--- src/hw/rtl/max_pool_with_argmax_defines.svh ---
// ----------------------------------------------------------------------------
// Assertion macros for the max pooling block
// Concurrent check helpers, compiled out when NO_ASSERTIONS is defined.
// ----------------------------------------------------------------------------
`ifndef MAX_POOL_WITH_ARGMAX_DEFINES_SVH
`define MAX_POOL_WITH_ARGMAX_DEFINES_SVH

`ifndef NO_ASSERTIONS
// Consequent must hold in the same cycle as the antecedent
`define MPWA_ASSERT_SAME(lbl, clk, rst_n, ante, cons) \
  lbl: assert property (@(posedge clk) disable iff (!rst_n) (ante) |-> (cons)) \
    else $error("assertion failed: %m");
// Consequent must hold in the cycle after the antecedent
`define MPWA_ASSERT_NEXT(lbl, clk, rst_n, ante, cons) \
  lbl: assert property (@(posedge clk) disable iff (!rst_n) (ante) |=> (cons)) \
    else $error("assertion failed: %m");
`else
`define MPWA_ASSERT_SAME(lbl, clk, rst_n, ante, cons)
`define MPWA_ASSERT_NEXT(lbl, clk, rst_n, ante, cons)
`endif

`endif

--- src/hw/rtl/mpwa_pkg.sv ---
// ----------------------------------------------------------------------------
// mpwa_pkg
// Shared widths, register indexes and status structs of the pooling block.
// ----------------------------------------------------------------------------
package mpwa_pkg;

  localparam int PIX_W      = 16;
  localparam int POS_W      = 16;
  localparam int PLANE_W    = 4;
  localparam int OIDX_W     = 6;
  localparam int CFG_IDX_W  = 3;
  localparam int CFG_DATA_W = 7;

  localparam int IMG_DIM_W = 7;
  localparam int CHAN_W    = 5;
  localparam int WIN_W     = 3;

  typedef enum logic [CFG_IDX_W-1:0] {
    CFG_IMAGE_HEIGHT  = 3'd0,
    CFG_IMAGE_WIDTH   = 3'd1,
    CFG_CHANNEL_COUNT = 3'd2,
    CFG_WINDOW_HEIGHT = 3'd3,
    CFG_WINDOW_WIDTH  = 3'd4,
    CFG_STEP_SIZE     = 3'd5
  } cfg_idx_e;

  // Cursor status for the pixel now at the head of the stream
  typedef struct packed {
    logic fire;  // pixel completes a window
    logic last;  // pixel is the last of the sample
  } mpwa_evt_t;

  // Walk engine status towards the top level
  typedef struct packed {
    logic ready;      // free to take a pixel
    logic res_valid;  // finished window waiting for the output register
  } mpwa_wstat_t;

endpackage

--- src/hw/rtl/mpwa_cursor.sv ---
// ----------------------------------------------------------------------------
// mpwa_cursor
// Scan position, window trackers and flat index base of the incoming stream.
// ----------------------------------------------------------------------------
module mpwa_cursor import mpwa_pkg::*; #(
  parameter int MAX_HEIGHT   = 64,
  parameter int MAX_WIDTH    = 64,
  parameter int MAX_CHANNELS = 16,
  parameter int MAX_WINDOW   = 4,
  localparam int YW    = $clog2(MAX_HEIGHT + MAX_WINDOW),
  localparam int XW    = $clog2(MAX_WIDTH + MAX_WINDOW),
  localparam int CHW   = $clog2(MAX_CHANNELS + 1),
  localparam int KW    = $clog2(MAX_WINDOW + 1),
  localparam int DEPTH = MAX_HEIGHT * MAX_WIDTH,
  localparam int AW    = (DEPTH > 1) ? $clog2(DEPTH) : 1
) (
  input  logic             clk_i,
  input  logic             rst_ni,
  input  logic             clear_i,
  input  logic             step_i,
  input  logic [YW-1:0]    height_i,
  input  logic [XW-1:0]    width_i,
  input  logic [CHW-1:0]   chans_i,
  input  logic [KW-1:0]    win_h_i,
  input  logic [KW-1:0]    win_w_i,
  input  logic [KW-1:0]    step_size_i,
  output mpwa_evt_t        evt_o,
  output logic [AW-1:0]    addr_o,
  output logic [CHW-1:0]   ch_o,
  output logic [YW-1:0]    row_idx_o,
  output logic [XW-1:0]    col_idx_o,
  output logic [YW-1:0]    row_beg_o,
  output logic [XW-1:0]    col_beg_o,
  output logic [KW-1:0]    dy_o,
  output logic [KW-1:0]    dx_o,
  output logic [POS_W-1:0] pbase_o
);

  logic [XW-1:0]    c_q, cbeg_q, cidx_q;
  logic [YW-1:0]    r_q, rbeg_q, ridx_q;
  logic [CHW-1:0]   ch_q;
  logic [AW-1:0]    addr_q;
  logic [POS_W-1:0] pbase_q;

  logic col_end, col_hit, row_end, row_hit, ch_end;

  always_comb begin
    col_end = (c_q == width_i - XW'(1));
    col_hit = (c_q == cbeg_q + XW'(win_w_i) - XW'(1));
    row_end = (r_q == height_i - YW'(1));
    row_hit = (r_q == rbeg_q + YW'(win_h_i) - YW'(1));
    ch_end  = (ch_q == chans_i - CHW'(1));
  end

  // The last column or row always closes the trailing, possibly clipped window
  assign evt_o.fire = (col_end || col_hit) && (row_end || row_hit);
  assign evt_o.last = col_end && row_end && ch_end;

  assign addr_o    = addr_q;
  assign ch_o      = ch_q;
  assign row_idx_o = ridx_q;
  assign col_idx_o = cidx_q;
  assign row_beg_o = rbeg_q;
  assign col_beg_o = cbeg_q;
  assign dy_o      = KW'(r_q - rbeg_q);
  assign dx_o      = KW'(c_q - cbeg_q);
  assign pbase_o   = pbase_q;

  always_ff @(posedge clk_i or negedge rst_ni) begin
    if (!rst_ni) begin
      c_q     <= '0;
      cbeg_q  <= '0;
      cidx_q  <= '0;
      r_q     <= '0;
      rbeg_q  <= '0;
      ridx_q  <= '0;
      ch_q    <= '0;
      addr_q  <= '0;
      pbase_q <= '0;
    end else if (clear_i) begin
      c_q     <= '0;
      cbeg_q  <= '0;
      cidx_q  <= '0;
      r_q     <= '0;
      rbeg_q  <= '0;
      ridx_q  <= '0;
      ch_q    <= '0;
      addr_q  <= '0;
      pbase_q <= '0;
    end else if (step_i) begin
      if (col_end) begin
        c_q    <= '0;
        cbeg_q <= '0;
        cidx_q <= '0;
        if (row_end) begin
          r_q    <= '0;
          rbeg_q <= '0;
          ridx_q <= '0;
          addr_q <= '0;
          if (ch_end) begin
            ch_q    <= '0;
            pbase_q <= '0;
          end else begin
            ch_q    <= ch_q + CHW'(1);
            pbase_q <= pbase_q + POS_W'(addr_q) + POS_W'(1);
          end
        end else begin
          r_q    <= r_q + YW'(1);
          addr_q <= addr_q + AW'(1);
          if (row_hit) begin
            rbeg_q <= rbeg_q + YW'(step_size_i);
            ridx_q <= ridx_q + YW'(1);
          end
        end
      end else begin
        c_q    <= c_q + XW'(1);
        addr_q <= addr_q + AW'(1);
        if (col_hit) begin
          cbeg_q <= cbeg_q + XW'(step_size_i);
          cidx_q <= cidx_q + XW'(1);
        end
      end
    end
  end

endmodule

--- config.mk ---
export PLATFORM = sky130hd
export DESIGN_NAME = mpwa_cursor
export DESIGN_NICKNAME = d
export VERILOG_FILES = /design/src/hw/rtl/max_pool_with_argmax_defines.svh /design/src/hw/rtl/mpwa_pkg.sv /design/src/hw/rtl/mpwa_cursor.sv
export SDC_FILE = /design/constraint.sdc
export NUM_CORES = 1
export LEC_CHECK = 0
export BUFFER_PORTS_ARGS = -buffer_cell sky130_fd_sc_hd__buf_2
export CAP_MARGIN = 5
export CORE_AREA = 4 4 113 142
export CTS_CLUSTER_SIZE = 12
export DETAILED_ROUTE_END_ITERATION = 12
export DIE_AREA = 0 0 117 146
export PLACE_DENSITY = 0.66
export SLEW_MARGIN = 15
export SYNTH_ARGS = -nofsm -noshare
export SYNTH_HDL_FRONTEND = slang
export SYNTH_SLANG_ARGS = --single-unit
--- constraint.sdc ---
create_clock -name clk_i -period 3.7 [get_ports clk_i]
set_clock_uncertainty 0.2 [all_clocks]
set_input_delay 0.74 -clock clk_i [delete_from_list [all_inputs] [get_ports clk_i]]
set_output_delay 0.74 -clock clk_i [all_outputs]
set_load 0.01 [all_outputs]
### Word level (Yosys, flattened, before mapping)

Cells that the tools add are included.

| cells by class | value |
|---|---|
| $mul | 0 |
| shift operators | 0 |
| bitwise gates (word level) | 0 |
| magnitude comparators | 0 |
| divide/modulo/power cells | 0 |
| reductions and logical operators | 14 |
| multiplexer cells | 39 |
| $add $sub $neg | 19 |
| equal/unequal tests | 5 |

Operators with widths:

| cell | count |
|---|---|
| $mux W7 | 25 |
| $mux W16 | 5 |
| $mux W12 | 4 |
| $add A7 B1 Y7 const B | 4 |
| $add A7 B3 Y7 | 4 |
| $eq A7 B7 Y1 | 4 |
| $sub A7 B1 Y7 const B | 4 |
| $mux W5 | 5 |
| $add A16 B1 Y16 const B | 1 |
| $add A16 B12 Y16 | 1 |
| $add A12 B1 Y12 const B | 1 |
| $reduce_and A3 Y1 | 2 |
| $reduce_bool A2 Y1 | 3 |
| $reduce_bool A3 Y1 | 2 |
| $sub A3 B3 Y3 | 2 |
| $add A5 B1 Y5 const B | 1 |
| $eq A5 B5 Y1 | 1 |
| $sub A5 B1 Y5 const B | 1 |
| $reduce_and A2 Y1 | 2 |
| $logic_and A1 B1 Y1 | 3 |
| $logic_or A1 B1 Y1 | 2 |

| storage, ports and cells | value |
|---|---|
| input bits | 32 |
| bits in read-only memories | 0 |
| latch bits | 0 |
| bits in writable memories | 0 |
| memories | 0 |
| output and inout port bits | 69 |
| flip-flop bits (word level) | 75 |
| word-level logic and storage cells | 86 |

### Logic depth before layout (Yosys ltp)

| depth | value |
|---|---|
| depth in word-level cells | 8 |
| gate-level depth with buffers | 15 |

### Worst setup path before layout

Ideal clock, no wire load.

| timing path | value |
|---|---|
| kind | in2out |
| start point | input port win_w_i[1] |
| end point | output port evt_o[1] (netlist bit) |
| stages on the path | 11 |
| arrival | 2.757 ns |
| required time | 2.760 ns |
| setup slack | 0.003 ns |
| cells stage by stage | inv_1 -> ha_1 -> inv_1 -> ha_1 -> inv_1 -> fa_1 -> xor2_1 -> nand4_1 -> nor4b_1 -> nand2_1 -> a21oi_1 |

RTL lines:

| what | line | RTL |
|---|---|---|
| from (decl) | mpwa_cursor.sv:25 | `input logic [KW-1:0] win_w_i,` |
| to (decl) | mpwa_cursor.sv:27 | `output mpwa_evt_t evt_o,` |

==> impl_metrics.ini <==
[outcome]
status = finished, violations left
violations_in_the_final_reports = setup timing

[floorplan]
full_die_area_mm2 = 0.0171
number_of_core_rows = 50
start_util = 0.393
floorplan.io_pins = 101
core_region_area_mm2 = 0.0148
floorplan.die.width_um = 117
fp.dieH_um = 146

[sta]
setup_repair_after_global_routing_missed_its_margin = true
max_freq_mhz = 263
layout_worst_path_cycle_share = 1.03
worst_pin_slew_ns = 1.04
timing_max_transition_violations_final = 0
fin_ws_ns = -0.103
setup_viol = 1
report.final.hold_viol_count = 0
final_period_minus_worst_setup_slack_ns = 3.80
timing.max_slew.rel_slack = 0.304

[global_routing]
overflow = 0
grt_max_degree = 76
grt_antenna_before_repair = 0
grt_pass1_wl_um = 25200
gr-usage-all-layers = 0.182
first_global_vias = 5108

[yosys]
synth_seq_area_share = 0.324
syn-cell-area_mm2 = 0.00580
synth.avg_cell_area_um2 = 8.80
synth.lib_cells_used.distinct = 62
synth_ff_type = sky130_fd_sc_hd__dfrtp_1
post_synth_inst_count = 659
syn_nets = 747
synth-warning-count = 0
netlist_top_cells_area = sky130_fd_sc_hd__dfrtp_1 32%, sky130_fd_sc_hd__ha_1 11%, sky130_fd_sc_hd__xnor2_1 5.7%
post-synth-top-area-fraction = 0.324
postSynth.asyncResetShare = 1.00
synth_edf_count = 0
synth_seq_cells = 75
netlist.top_cell.by_area = sky130_fd_sc_hd__dfrtp_1

[critical_path]
worstRegToRegCells = 16
timing.critical_path.depth = 14
crit_required_ns = 2.76
cpMaxStageDelayCell = sky130_fd_sc_hd__fa_1
critical_path.top_delay_family = adder cells
timing.critical_path.slowest_cell_delay_ns = 0.54
timing.critical_path.cells = buf_6 > inv_4 > ha_4 > inv_4 > ha_4 > inv_2 > fa_1 > xor2_1 > nand4_1 > nor4b_2 > buf_4 > nand2_2 > a21oi_2 > buf_2
critPathMaxFanout = 2
worst_setup_ep_type = primary output
worst-setup-path-type = input port to primary output
worstSetupStartpointType = input port
arrival_ns = 2.86
cp_num_buf_inv = 6

[routing]
vias_per_cell = 5.38
drt_wl_total_um = 15400
drcViolationCount = 0
detailroute.via_count = 5243
drtIter0Drc = 232
wire_per_inst_um = 15.8
detailedRoute.firstPassIterationCount = 4
antenna_left = 0

[place]
globalplace.congestion = 0.874
placed_cell_area_mm2 = 0.00674
numPortBuffers = 100
dp.final_hpwl_um = 11600
dp_slack_ns = -0.275

[worst_hold_path]
timing.hold.worst_path_depth = 2
hold_path_class = register to register

[finish]
antenna-diode-count = 0
layout.nets = 876
final-seq-area_mm2 = 0.00188
fill_cells = 1434
layout-drive-gt1-share = 0.245
syn2layout_area_growth_pct = 23.7
post_layout_inst_area_mm2 = 0.00717
footprint_of_the_multi_input_gates_mm2 = 0.00369

[power]
power.density_cell_area_mw_per_mm2 = 376
p_leak_uw = 0.00353
total_power_uw = 2700
power.ir.vdd_worst_v = 0.000159

[clock_tree]
clock_tree_sinks = 75
cts-htree-levels = 3
clockRootBuffer = sky130_fd_sc_hd__clkbuf_16
tritoncts = done
cts_buffers = 9
cts_hold_buf = 0
path_clk_slew_ns = 0.06
clock_insertion_delay_worst_skew_ns = 0.34
clock_tree.buffer_depth = 2

[run]
max-cap-violations = 0
-- sequential cells by signal (all words and copies together) (netlist names) --
signal and count:
addr_o 12, c_q 7, ch_o 5, col_beg_o 7, col_idx_o 7, pbase_o 16
r_q 7, row_beg_o 7, row_idx_o 7
-- cell usage after synthesis (all sizes together), types with 5 or more instances --
cell	number
dfrtp	75
inv	60
nand2	51
ha	49
o21ai	43
xnor2	39
a21oi	35
nor2	34
xor2	30
nand3	28
o31ai	25
nor3	20
or4	14
clkbuf	12
nand4	12
a21o	11
buf	11
nor2b	11
nand2b	9
a22o	7
a31oi	7
fa	7
or3	7
a211oi	5
and3	5
-- through the flow --
| step | utilization | TNS [ns] | instances | hold WS (ns) |
|---|---|---|---|---|
| detailed placement | 0.456 | -3.21 | 956 | 0.300 |
| CTS | 0.481 | -0.106 | 973 | 0.316 |
| global placement | 0.456 | -1.85 | 956 | 0.294 |
| floorplan | - | 0 | 659 | 0.244 |
| finish | 0.486 | -0.103 | 975 | 0.314 |
| global route | 0.486 | -0.263 | 975 | 0.344 |
-- tightest hold or removal path: stages (launching register included) --
cell and delay, ns:
sky130_fd_sc_hd__dfrtp_1 0.37, sky130_fd_sc_hd__nand2_1 0.06, sky130_fd_sc_hd__o31ai_1 0.06
-- cell usage in the layout, fill, tap and decap left out, types with 9 or more instances in the layout --
cell,n
sky130_fd_sc_hd__nand2b_1,9
sky130_fd_sc_hd__buf_2,97
sky130_fd_sc_hd__ha_1,43
sky130_fd_sc_hd__xor2_1,30
sky130_fd_sc_hd__buf_4,39
sky130_fd_sc_hd__clkbuf_16,9
sky130_fd_sc_hd__a21oi_1,33
sky130_fd_sc_hd__nor2_1,33
sky130_fd_sc_hd__nand4_1,12
sky130_fd_sc_hd__dfrtp_1,75
sky130_fd_sc_hd__nor3_1,17
sky130_fd_sc_hd__or4_1,13
sky130_fd_sc_hd__a21o_1,11
sky130_fd_sc_hd__o21ai_0,41
sky130_fd_sc_hd__xnor2_1,38
sky130_fd_sc_hd__nand2_1,50
sky130_fd_sc_hd__o31ai_1,25
sky130_fd_sc_hd__nand3_1,28
sky130_fd_sc_hd__inv_1,50
sky130_fd_sc_hd__nor2b_1,11
-- what timing repair did --
action	CTS	global route
resized for setup	15	16
pin swaps	8	5
setup endpoints to repair	1	2
buffers inserted	1	2
-- cell type report --
cell class	instances	area share
well taps	182	0.0318
clock buffers	11	0.0352
inverters	60	0.0324
flip-flops and latches	75	0.262
multi-input cells	501	0.514
clock inverters	5	0.00593
repair buffers	141	0.119
-- cell families after synthesis --
kind of cell / Yosys count / share of synthesized area
DFF: 75 / 0.324
and+or+nand+nor: 214 / 0.197
xor gates and xnor gates: 70 / 0.109
AOI/OAI and AO/OA: 158 / 0.176
muxes: 3 / 0.00539
buffers and inverters: 83 / 0.0587
adders and majority gates: 56 / 0.130
-- worst paths after layout --
path	start	endpoint	slack (ns)
hold reg to reg	pbase_o[7]$_DFFE_PN0P_	pbase_o[7]$_DFFE_PN0P_	0.31
min in group asynchronous	rst_ni	pbase_o[12]$_DFFE_PN0P_	0.36
setup / recovery	win_w_i[1]	evt_o[1]	-0.10
hold / removal	pbase_o[7]$_DFFE_PN0P_	pbase_o[7]$_DFFE_PN0P_	0.31
setup reg to reg	col_beg_o[1]$_DFFE_PN0P_	col_idx_o[6]$_DFFE_PN0P_	0.23
max in group asynchronous	rst_ni	r_q[5]$_DFFE_PN0P_	2.27
-- layer usage --
layer | wire, um | GRT usage | vias up
met1 | 6760 | 0.237 | 2496
li1 | - | - | 2611
met5 | 0 | 0 | -
met3 | 698 | 0.0312 | 21
met4 | 289 | 0.0620 | 0
met2 | 7650 | 0.304 | 115
-- power breakdown --
part           internal [uW]  switching, uW
combinational            425            464
clock                    499            368
sequential               872           66.4
total                   1800            899
(Power assumes the default switching activity.)
